## src/ekset_pkg.sv

```systemverilog
// ----------------------------------------------------------------------------
// ekset_pkg
// Shared constants and types of the expiring key set: sizes, action and
// status codes, the stored entry layout and the result beat layout.
// ----------------------------------------------------------------------------
`default_nettype none

package ekset_pkg;

  localparam int unsigned ENTRIES     = 32;
  localparam int unsigned KEY_BITS    = 32;
  localparam int unsigned MAX_RESULTS = 32;

  localparam int unsigned KEY_W     = 32;
  localparam int unsigned TIME_W    = 32;
  localparam int unsigned TIMEOUT_W = 16;

  localparam logic [TIMEOUT_W-1:0] TIMEOUT_RESET = 16'd60;

  localparam int unsigned ADDR_BITS = $clog2(ENTRIES);
  localparam int unsigned ORD_BITS  = $clog2(ENTRIES);
  localparam int unsigned CNT_BITS  = $clog2(ENTRIES + 1);
  localparam int unsigned NRES_BITS = $clog2(MAX_RESULTS + 1);

  typedef logic [ADDR_BITS-1:0] addr_t;

  typedef enum logic [1:0] {
    ACT_ADD    = 2'd0,
    ACT_TOUCH  = 2'd1,
    ACT_DELETE = 2'd2,
    ACT_SCAN   = 2'd3
  } action_e;

  typedef enum logic [1:0] {
    ST_OK        = 2'd0,
    ST_EXISTS    = 2'd1,
    ST_FULL      = 2'd2,
    ST_NOT_FOUND = 2'd3
  } status_e;

  typedef struct packed {
    logic [KEY_BITS-1:0] key;
    logic [TIME_W-1:0]   stamp;
    logic [ORD_BITS-1:0] ord;
  } entry_t;

  typedef struct packed {
    status_e            status;
    logic               exp_valid;
    logic [KEY_W-1:0]   exp_key;
    logic               last;
  } result_t;

endpackage

`default_nettype wire

```

## src/ekset_ram.sv

```systemverilog
// ----------------------------------------------------------------------------
// ekset_ram
// Simple dual-port synchronous RAM: one write port, one read port with
// registered read data.
// ----------------------------------------------------------------------------
`default_nettype none

module ekset_ram #(
  parameter  int unsigned WIDTH = 8,
  parameter  int unsigned DEPTH = 32,
  localparam int unsigned AW    = $clog2(DEPTH)
) (
  input  logic             clk_i,
  input  logic             we_i,
  input  logic [AW-1:0]    waddr_i,
  input  logic [WIDTH-1:0] wdata_i,
  input  logic             re_i,
  input  logic [AW-1:0]    raddr_i,
  output logic [WIDTH-1:0] rdata_o
);

  logic [WIDTH-1:0] mem [DEPTH];
  logic [WIDTH-1:0] rdata_q;

  always_ff @(posedge clk_i) begin
    if (we_i) begin
      mem[waddr_i] <= wdata_i;
    end
  end

  always_ff @(posedge clk_i) begin
    if (re_i) begin
      rdata_q <= mem[raddr_i];
    end
  end

  assign rdata_o = rdata_q;

endmodule

`default_nettype wire

```

## src/ekset_ctrl.sv

```systemverilog
// ----------------------------------------------------------------------------
// ekset_ctrl
// Operation sequencer of the expiring key set. Holds the entry memory and
// the valid bits, sweeps the memory to search and to close rank gaps, and
// hands one result beat at a time to the output stage.
// ----------------------------------------------------------------------------
`default_nettype none

module ekset_ctrl (
  input  logic                      clk_i,
  input  logic                      rst_ni,
  input  logic                      in_valid_i,
  output logic                      in_stall_o,
  input  logic [1:0]                action_i,
  input  logic [31:0]               key_i,
  input  logic [31:0]               now_i,
  input  logic [15:0]               timeout_i,
  input  logic                      out_free_i,
  output logic                      emit_o,
  output ekset_pkg::result_t        res_o
);

  import ekset_pkg::*;

  localparam logic [2:0] S_IDLE   = 3'd0;
  localparam logic [2:0] S_SRCH   = 3'd1;
  localparam logic [2:0] S_DECIDE = 3'd2;
  localparam logic [2:0] S_GAP    = 3'd3;
  localparam logic [2:0] S_EMITP  = 3'd4;
  localparam logic [2:0] S_EMIT   = 3'd5;

  localparam int unsigned SWEEP_BITS = $clog2(ENTRIES + 1);
  localparam int unsigned ENTRY_W    = $bits(entry_t);

  localparam logic [SWEEP_BITS-1:0] SWEEP_END = SWEEP_BITS'(ENTRIES);
  localparam logic [CNT_BITS-1:0]   CNT_FULL  = CNT_BITS'(ENTRIES);
  localparam logic [NRES_BITS-1:0]  NRES_MAX  = NRES_BITS'(MAX_RESULTS);

  logic [2:0]            state_q, state_d;
  action_e               op_q, op_d;
  logic [KEY_BITS-1:0]   key_q, key_d;
  logic [TIME_W-1:0]     now_q, now_d;
  logic [SWEEP_BITS-1:0] cyc_q, cyc_d;
  addr_t                 rd_idx_q, rd_idx_d;
  logic                  found_q, found_d;
  addr_t                 fidx_q, fidx_d;
  logic [ORD_BITS-1:0]   ford_q, ford_d;
  logic [TIME_W-1:0]     fstamp_q, fstamp_d;
  logic [KEY_BITS-1:0]   fkey_q, fkey_d;
  logic [ENTRIES-1:0]    valid_q, valid_d;
  logic [CNT_BITS-1:0]   cnt_q, cnt_d;
  logic [NRES_BITS-1:0]  nres_q, nres_d;
  logic                  pend_q, pend_d;
  logic [KEY_BITS-1:0]   pkey_q, pkey_d;
  result_t               res_q, res_d;

  logic                  mem_we;
  addr_t                 mem_waddr;
  entry_t                mem_wdata;
  logic                  mem_re;
  addr_t                 mem_raddr;
  logic [ENTRY_W-1:0]    mem_rdata;
  entry_t                rd_entry;
  logic                  rd_valid;
  logic                  match;
  logic                  expire;
  addr_t                 free_idx;

  ekset_ram #(
    .WIDTH (ENTRY_W),
    .DEPTH (ENTRIES)
  ) u_ram (
    .clk_i   (clk_i),
    .we_i    (mem_we),
    .waddr_i (mem_waddr),
    .wdata_i (mem_wdata),
    .re_i    (mem_re),
    .raddr_i (mem_raddr),
    .rdata_o (mem_rdata)
  );

  assign rd_entry = entry_t'(mem_rdata);
  assign rd_valid = valid_q[rd_idx_q];

  always_comb begin
    if (op_q == ACT_SCAN) begin
      match = rd_valid && (rd_entry.ord == '0);
    end else begin
      match = rd_valid && (rd_entry.key == key_q);
    end
  end

  // time going back counts as young
  assign expire = found_q && (fstamp_q <= now_q) &&
                  ((now_q - fstamp_q) >= TIME_W'(timeout_i));

  // lowest free slot
  always_comb begin
    free_idx = '0;
    for (int i = ENTRIES - 1; i >= 0; i--) begin
      if (!valid_q[i]) begin
        free_idx = ADDR_BITS'(i);
      end
    end
  end

  assign in_stall_o = (state_q != S_IDLE);
  assign res_o      = res_q;

  always_comb begin
    state_d   = state_q;
    op_d      = op_q;
    key_d     = key_q;
    now_d     = now_q;
    cyc_d     = cyc_q;
    rd_idx_d  = rd_idx_q;
    found_d   = found_q;
    fidx_d    = fidx_q;
    ford_d    = ford_q;
    fstamp_d  = fstamp_q;
    fkey_d    = fkey_q;
    valid_d   = valid_q;
    cnt_d     = cnt_q;
    nres_d    = nres_q;
    pend_d    = pend_q;
    pkey_d    = pkey_q;
    res_d     = res_q;
    mem_we    = 1'b0;
    mem_waddr = rd_idx_q;
    mem_wdata = rd_entry;
    mem_re    = 1'b0;
    mem_raddr = cyc_q[ADDR_BITS-1:0];
    emit_o    = 1'b0;

    case (state_q)
      S_IDLE: begin
        if (in_valid_i) begin
          op_d    = action_e'(action_i);
          key_d   = KEY_BITS'(key_i);
          now_d   = now_i;
          cyc_d   = '0;
          found_d = 1'b0;
          nres_d  = '0;
          pend_d  = 1'b0;
          state_d = S_SRCH;
        end
      end

      S_SRCH: begin
        mem_re   = (cyc_q != SWEEP_END);
        rd_idx_d = cyc_q[ADDR_BITS-1:0];
        if ((cyc_q != '0) && match && !found_q) begin
          found_d  = 1'b1;
          fidx_d   = rd_idx_q;
          ford_d   = rd_entry.ord;
          fstamp_d = rd_entry.stamp;
          fkey_d   = rd_entry.key;
        end
        if (cyc_q == SWEEP_END) begin
          state_d = S_DECIDE;
        end else begin
          cyc_d = cyc_q + 1'b1;
        end
      end

      S_DECIDE: begin
        case (op_q)
          ACT_ADD: begin
            state_d = S_EMIT;
            if (found_q) begin
              res_d = '{status: ST_EXISTS, exp_valid: 1'b0, exp_key: '0, last: 1'b1};
            end else if (cnt_q == CNT_FULL) begin
              res_d = '{status: ST_FULL, exp_valid: 1'b0, exp_key: '0, last: 1'b1};
            end else begin
              mem_we          = 1'b1;
              mem_waddr       = free_idx;
              mem_wdata.key   = key_q;
              mem_wdata.stamp = now_q;
              mem_wdata.ord   = ORD_BITS'(cnt_q);
              valid_d[free_idx] = 1'b1;
              cnt_d           = cnt_q + 1'b1;
              res_d = '{status: ST_OK, exp_valid: 1'b0, exp_key: '0, last: 1'b1};
            end
          end
          ACT_TOUCH, ACT_DELETE: begin
            if (!found_q) begin
              res_d   = '{status: ST_NOT_FOUND, exp_valid: 1'b0, exp_key: '0, last: 1'b1};
              state_d = S_EMIT;
            end else begin
              cyc_d   = '0;
              state_d = S_GAP;
            end
          end
          ACT_SCAN: begin
            if (expire && (nres_q != NRES_MAX)) begin
              if (pend_q) begin
                res_d   = '{status: ST_OK, exp_valid: 1'b1,
                            exp_key: KEY_W'(pkey_q), last: 1'b0};
                state_d = S_EMITP;
              end else begin
                pkey_d  = fkey_q;
                pend_d  = 1'b1;
                nres_d  = nres_q + 1'b1;
                cyc_d   = '0;
                state_d = S_GAP;
              end
            end else begin
              if (pend_q) begin
                res_d = '{status: ST_OK, exp_valid: 1'b1,
                          exp_key: KEY_W'(pkey_q), last: 1'b1};
              end else begin
                res_d = '{status: ST_OK, exp_valid: 1'b0, exp_key: '0, last: 1'b1};
              end
              state_d = S_EMIT;
            end
          end
          default: begin
            state_d = S_IDLE;
          end
        endcase
      end

      S_GAP: begin
        mem_re   = (cyc_q != SWEEP_END);
        rd_idx_d = cyc_q[ADDR_BITS-1:0];
        if (cyc_q != '0) begin
          if ((op_q == ACT_TOUCH) && (rd_idx_q == fidx_q)) begin
            mem_we          = 1'b1;
            mem_wdata.stamp = now_q;
            mem_wdata.ord   = ORD_BITS'(cnt_q - 1'b1);
          end else if (rd_valid && (rd_entry.ord > ford_q)) begin
            mem_we        = 1'b1;
            mem_wdata.ord = ORD_BITS'(rd_entry.ord - 1'b1);
          end
        end
        if (cyc_q == SWEEP_END) begin
          if (op_q != ACT_TOUCH) begin
            valid_d[fidx_q] = 1'b0;
            cnt_d           = cnt_q - 1'b1;
          end
          if (op_q == ACT_SCAN) begin
            cyc_d   = '0;
            found_d = 1'b0;
            state_d = S_SRCH;
          end else begin
            res_d   = '{status: ST_OK, exp_valid: 1'b0, exp_key: '0, last: 1'b1};
            state_d = S_EMIT;
          end
        end else begin
          cyc_d = cyc_q + 1'b1;
        end
      end

      S_EMITP: begin
        if (out_free_i) begin
          emit_o  = 1'b1;
          pkey_d  = fkey_q;
          nres_d  = nres_q + 1'b1;
          cyc_d   = '0;
          state_d = S_GAP;
        end
      end

      S_EMIT: begin
        if (out_free_i) begin
          emit_o  = 1'b1;
          state_d = S_IDLE;
        end
      end

      default: begin
        state_d = S_IDLE;
      end
    endcase
  end

  always_ff @(posedge clk_i or negedge rst_ni) begin
    if (!rst_ni) begin
      state_q <= S_IDLE;
      cyc_q   <= '0;
      found_q <= 1'b0;
      valid_q <= '0;
      cnt_q   <= '0;
      nres_q  <= '0;
      pend_q  <= 1'b0;
    end else begin
      state_q <= state_d;
      cyc_q   <= cyc_d;
      found_q <= found_d;
      valid_q <= valid_d;
      cnt_q   <= cnt_d;
      nres_q  <= nres_d;
      pend_q  <= pend_d;
    end
  end

  always_ff @(posedge clk_i) begin
    op_q     <= op_d;
    key_q    <= key_d;
    now_q    <= now_d;
    rd_idx_q <= rd_idx_d;
    fidx_q   <= fidx_d;
    ford_q   <= ford_d;
    fstamp_q <= fstamp_d;
    fkey_q   <= fkey_d;
    pkey_q   <= pkey_d;
    res_q    <= res_d;
  end

endmodule

`default_nettype wire

```

## src/expiring_key_set_core.sv

```systemverilog
// ----------------------------------------------------------------------------
// expiring_key_set_core
// Bounded set of keys kept in age order, with add, touch, delete and expiry
// scan. Timeout register, output register and operation sequencer.
// ----------------------------------------------------------------------------
// Each operation sweeps the entry memory one read per cycle. An add, a
// touch or delete that misses, and a scan that removes nothing take one
// search sweep; a touch or a delete that finds its key takes one search
// sweep and one rank update sweep. Every removal in a scan is one search
// for the oldest entry and one rank update sweep, and a last search ends
// the scan on a young entry, on no entry or at the result limit. Results
// leave through an output register: a new request is taken once the last
// result is in it, and a result waiting downstream stalls the next request
// only when that request has a result of its own to hand over.
// The valid bits sit in flip-flops that reset clears, so no clearing pass
// follows reset.
// ----------------------------------------------------------------------------
`default_nettype none

module expiring_key_set_core (
  input  logic        clk_i,
  input  logic        rst_ni,
  input  logic        in_valid_i,
  output logic        in_stall_o,
  input  logic [1:0]  action_i,
  input  logic [31:0] key_i,
  input  logic [31:0] now_i,
  output logic        out_valid_o,
  input  logic        out_stall_i,
  output logic [1:0]  status_o,
  output logic        expired_valid_o,
  output logic [31:0] expired_key_o,
  output logic        last_o,
  input  logic        cfg_valid_i,
  output logic        cfg_ready_o,
  input  logic [15:0] cfg_data_i
);

  import ekset_pkg::*;

  logic [TIMEOUT_W-1:0] timeout_q;
  logic                 out_valid_q, out_valid_d;
  result_t              out_q;
  logic                 out_free;
  logic                 emit;
  result_t              res;

  assign cfg_ready_o = 1'b1;

  always_ff @(posedge clk_i or negedge rst_ni) begin
    if (!rst_ni) begin
      timeout_q <= TIMEOUT_RESET;
    end else if (cfg_valid_i) begin
      timeout_q <= cfg_data_i;
    end
  end

  ekset_ctrl u_ctrl (
    .clk_i      (clk_i),
    .rst_ni     (rst_ni),
    .in_valid_i (in_valid_i),
    .in_stall_o (in_stall_o),
    .action_i   (action_i),
    .key_i      (key_i),
    .now_i      (now_i),
    .timeout_i  (timeout_q),
    .out_free_i (out_free),
    .emit_o     (emit),
    .res_o      (res)
  );

  // output beat register
  assign out_free = !out_valid_q || !out_stall_i;

  always_comb begin
    out_valid_d = out_valid_q;
    if (emit) begin
      out_valid_d = 1'b1;
    end else if (!out_stall_i) begin
      out_valid_d = 1'b0;
    end
  end

  always_ff @(posedge clk_i or negedge rst_ni) begin
    if (!rst_ni) begin
      out_valid_q <= 1'b0;
    end else begin
      out_valid_q <= out_valid_d;
    end
  end

  always_ff @(posedge clk_i) begin
    if (emit) begin
      out_q <= res;
    end
  end

  assign out_valid_o     = out_valid_q;
  assign status_o        = out_q.status;
  assign expired_valid_o = out_q.exp_valid;
  assign expired_key_o   = out_q.exp_key;
  assign last_o          = out_q.last;

endmodule

`default_nettype wire

```

## config.mk

```make
export PLATFORM = sky130hd
export DESIGN_NAME = expiring_key_set_core
export DESIGN_NICKNAME = d
export VERILOG_FILES = /design/src/ekset_pkg.sv /design/src/ekset_ram.sv /design/src/ekset_ctrl.sv /design/src/expiring_key_set_core.sv
export SDC_FILE = /design/constraint.sdc
export NUM_CORES = 2
export LEC_CHECK = 0
export ABC_CLOCK_PERIOD_IN_PS = 10440
export BUFFER_PORTS_ARGS = -buffer_cell sky130_fd_sc_hd__buf_2
export CORE_AREA = 8 8 460 462
export CTS_BUF_LIST = sky130_fd_sc_hd__clkbuf_4
export CTS_CLUSTER_SIZE = 16
export DETAILED_ROUTE_END_ITERATION = 10
export DIE_AREA = 0 0 468 470
export PLACE_DENSITY = 0.73
export SLEW_MARGIN = 20
export SYNTH_ARGS = -nofsm -noshare
export SYNTH_HDL_FRONTEND = slang
export SYNTH_SLANG_ARGS = --single-unit
```

## constraint.sdc

```tcl
create_clock -name clk_i -period 10.44 [get_ports clk_i]
set_clock_uncertainty 0.1 [all_clocks]
set_input_delay 0 -clock clk_i [delete_from_list [all_inputs] [get_ports clk_i]]
set_output_delay 0 -clock clk_i [all_outputs]
set_load 0.1 [all_outputs]
```

==> reports/summary.txt <==
status - finished, final reports clean
Via-to-Cell Ratio - 6.02
Design Power - 30.2 mW
share of the synthesized area in the top cell type - 74.6%
first-pass GRT wire length - 365000 um
Buffers on Ports - 124
number of distinct library cells after synthesis - 79
M2 GR Usage - 36.4%
simple-gate share of the synthesized area - 2.31%
grt ovf - 0
DRC viols - 0
total CTS buffers - 658
post-synthesis sequential area ratio - 76.4%
clk_lat worst skew - 1.39 ns
placed cell count - 7348
XOR/XNOR Fraction of Synth Area - 0.560%
drt first pass iters - 7
crit share post-route - 55.4%
Post-synth top flop - edfxtp_1
Root Driver - clkbuf_4
Compound-Gate Fraction of Synth Area - 2.05%
Clk network pwr share - 27.3%
routed vias - 52543
Logic pwr share - 25.9%
Nets - 5744
nature of the critical path endpoint - flop
Post-synth EDFFs - 2526
leakage power - 38.0 nW
ranking of synthesized cells by area - edfxtp_1 75%, mux4_2 16%, dfrtp_1 1.7%, mux2_2 1.1%, nand2_1 0.80%
Post-Route WL - 253000 um
pin count of the biggest net entering global routing - 125
Design Area, Final - 0.117 mm2
VDD IR max - 0.000212 V
Detail Placement HPWL - 139000 um
relative slew slack - 20.3%
average size of a mapped cell - 21.8 um2
Async S/R FF share, synth - 2.77%
H-tree Lvls - 6
setup violators final - 0
Clk pin slew, worst setup/hold paths - 0.07 ns
Ports - 126
initial antenna violation count - 17
hold_ws - 0.165 ns
CP max FO - 50
Core Area - 0.204 mm2
initial core utilization - 49.8%
Clock Sinks - 2598
die height - 470 um
Wirelength per Cell - 29.0 um
crit path kind - reg2reg
GP Congestion - 0.851
Reg power frac - 46.8%
Hold Crit Class - in2reg
fmax - 173 MHz
Slew Viols, Final - 0
post-CTS setup buffers - 0
CP max stage delay - 0.96 ns
share of layout cells above drive strength 1 - 35.0%
synthesis-to-finish area growth - 14.7%
switching share of power - 30.5%
Antenna Violating Nets Remaining - 0
RSZ-0062 raised after global routing - false
Hold Buf Count CTS - 272
max-cap violation count - 0
Resize count post-CTS - 0
GRT Util Overall - 22.6%
Worst Path Arrival - 6.56 ns
CP max stage cell - buf_4
worst slew pin tran - 1.20 ns
Fin. Hold Viols - 0
Synth area leader - edfxtp_1
vias in the first global route - 54544
main combinational cell family by area after synthesis - multiplexers
Yosys reg bits - 2598
dpl cell area - 0.106 mm2
die footprint - 0.220 mm2
row cnt - 166
Post-Synthesis Cell Area - 0.102 mm2
Clock Path Buffers - 4
grt peak-use layer - met2
Adder-Cell Fraction of Synth Area - 0.795%
CTS tree - done
setup TNS - 0 ns
synth warn - 0
P per Cell Area - 259 mW/mm2
DIE WIDTH - 468 um
Mapped Cells - 4660
Pint - 21.0 mW
Period minus WS final - 5.78 ns
M3 GR Usage - 5.48%
syn nets - 4811
Net Sw Power - 9.18 mW
M1 GR Usage - 31.0%
crit path launch type - flop
Starting DRT DRC Count - 6194
worst path required time - 11.21 ns
Critical Path, Cell by Cell - inv_1 > ha_1 > nor3b_1 > a311oi_1 > nand2_2 > buf_4 > o41ai_1 > inv_1 > nor2_1 > nand2_1 > nor2_4 > buf_4
mux cell area share after synthesis - 16.7%
Final Instance Count excl. Fillers - 8723
==> cell families after synthesis <==
| group | after synthesis |
|---|---|
| AO/OA/AOI/OAI | 334 |
| XOR/XNOR | 65 |
| adder cells (fa/ha/maj) | 64 |
| buffers and inverters | 304 |
| flip-flops | 2598 |
| multiplexers | 810 |
| other | 1 |
| AND/OR/NAND/NOR | 484 |
==> worst max-delay path, delay by kind of cell (launching register included) <==
kind                     cells  cell delay, ns
flip-flops                   1            0.46
AND/OR/NAND/NOR              5            1.55
buffers and inverters        4            1.55
AO/OA/AOI/OAI                2            1.29
adder cells (fa/ha/maj)      1            0.24
==> final cells by class <==
| class | count | area (um2) |
|---|---|---|
| fill | 14731 | 87400 |
| multi-input combinational | 1758 | 23100 |
| antenna | 14 | 35.0 |
| timing repair buffer | 483 | 4140 |
| clock buffer | 945 | 7090 |
| clock inverter | 143 | 786 |
| sequential | 2598 | 77700 |
| inverter | 94 | 368 |
| tap | 2688 | 3360 |
==> routing by layer <==
metal	share of wire [%]	routed length [um]
met1	39	98800
met2	49	123000
met3	9.6	24400
met4	2.5	6350
met5	0.010	26
==> power groups by stage <==
stage / Combinational [mW] / Sequential, mW / Clock, mW
4_1_cts: 7.85 / 14.1 / 8.41
2_1_floorplan: 5.22 / 14.1 / 0
5_1_grt: 8.28 / 14.1 / 8.94
3_5_place_dp: 7.76 / 14.3 / 0
6_report: 7.82 / 14.1 / 8.23
3_3_place_gp: 7.60 / 14.3 / 0
==> flip-flops by register name (all words and copies together) (netlist names), 2 cells and up <==
name                  cells
expired_key_o            32
status_o                  2
timeout_q                16
u_ctrl.cnt_q              6
u_ctrl.cyc_q              6
u_ctrl.fidx_q             5
u_ctrl.fkey_q            32
u_ctrl.ford_q             5
u_ctrl.fstamp_q          32
u_ctrl.key_q             32
u_ctrl.now_q             32
u_ctrl.nres_q             6
u_ctrl.op_q               2
u_ctrl.pkey_q            32
u_ctrl.rd_idx_q           5
u_ctrl.res_o             36
u_ctrl.state_q            3
u_ctrl.u_ram.mem       2208
u_ctrl.u_ram.rdata_o     69
u_ctrl.valid_q           32
==> synth_stat cells (6+ instances only) <==
cell type and number:
nand2b_1 13, and2_1 13, nand3_1 24, xor2_1 31, nand4_1 27, nor2b_1 9, xnor2_1 34, o21a_1 9
mux2i_1 8, mux2_2 102, mux4_2 700, nor2_1 87, a21o_1 16, o21ai_1 8, or3_1 10, o211ai_1 9
clkbuf_1 136, nor3_1 16, edfxtp_1 2526, and2_4 30, dfrtp_1 68, inv_1 92, ha_1 63, buf_1 67
nor4_1 6, a211oi_1 11, a31oi_1 13, a21oi_1 74, o21ai_0 120, o31ai_1 6, nand2_1 216
==> layout by cell type (no fill, tap or decap), types with 10 or more instances in the layout <==
master         instances
clkbuf_4             945
xnor2_1               34
nand2_1              209
a211oi_1              11
buf_2                123
dfrtp_1               65
a31oi_1               11
a21oi_1               73
nand3_1               24
o21ai_0              116
nor3_1                15
a21o_1                16
and2_4                30
nand4_1               27
inv_2                 16
nor2_1                53
o21ai_1               10
mux2_2               102
ha_1                  63
buf_4                 79
nand2b_1              13
dlygate4sd3_1        271
mux4_2               700
nor2_4                34
or3_1                 10
diode_2               14
edfxtp_1            2526
xor2_1                31
and2_1                12
inv_1                 91
clkinv_1              99
==> stage by stage <==
stage / util (%) / setup WS [ns]
after floorplan: - / 2.09
after global placement: 51.9 / 4.34
after detailed placement: 51.9 / 4.32
after CTS: 57.1 / 4.30
after global routing: 57.2 / 4.25
final: 57.2 / 4.66
==> final timing paths <==
kind | slack (ns) | to | depth (start not counted) | startpoint
hold / removal | 0.17 | u_ctrl.nres_q[3] | 7 | in_valid_i
setup / recovery | 4.66 | u_ctrl.u_ram.mem[28][36] | 12 | u_ctrl.cnt_q[0]
setup reg to reg | 4.66 | u_ctrl.u_ram.mem[28][36] | 12 | u_ctrl.cnt_q[0]
min in group asynchronous | 0.25 | timeout_q[13] | 5 | rst_ni
max in group asynchronous | 9.55 | u_ctrl.nres_q[3] | 5 | rst_ni
hold reg to reg | 0.28 | u_ctrl.pkey_q[15] | 0 | u_ctrl.fkey_q[15]
Power figures use the tool's default switching activity.
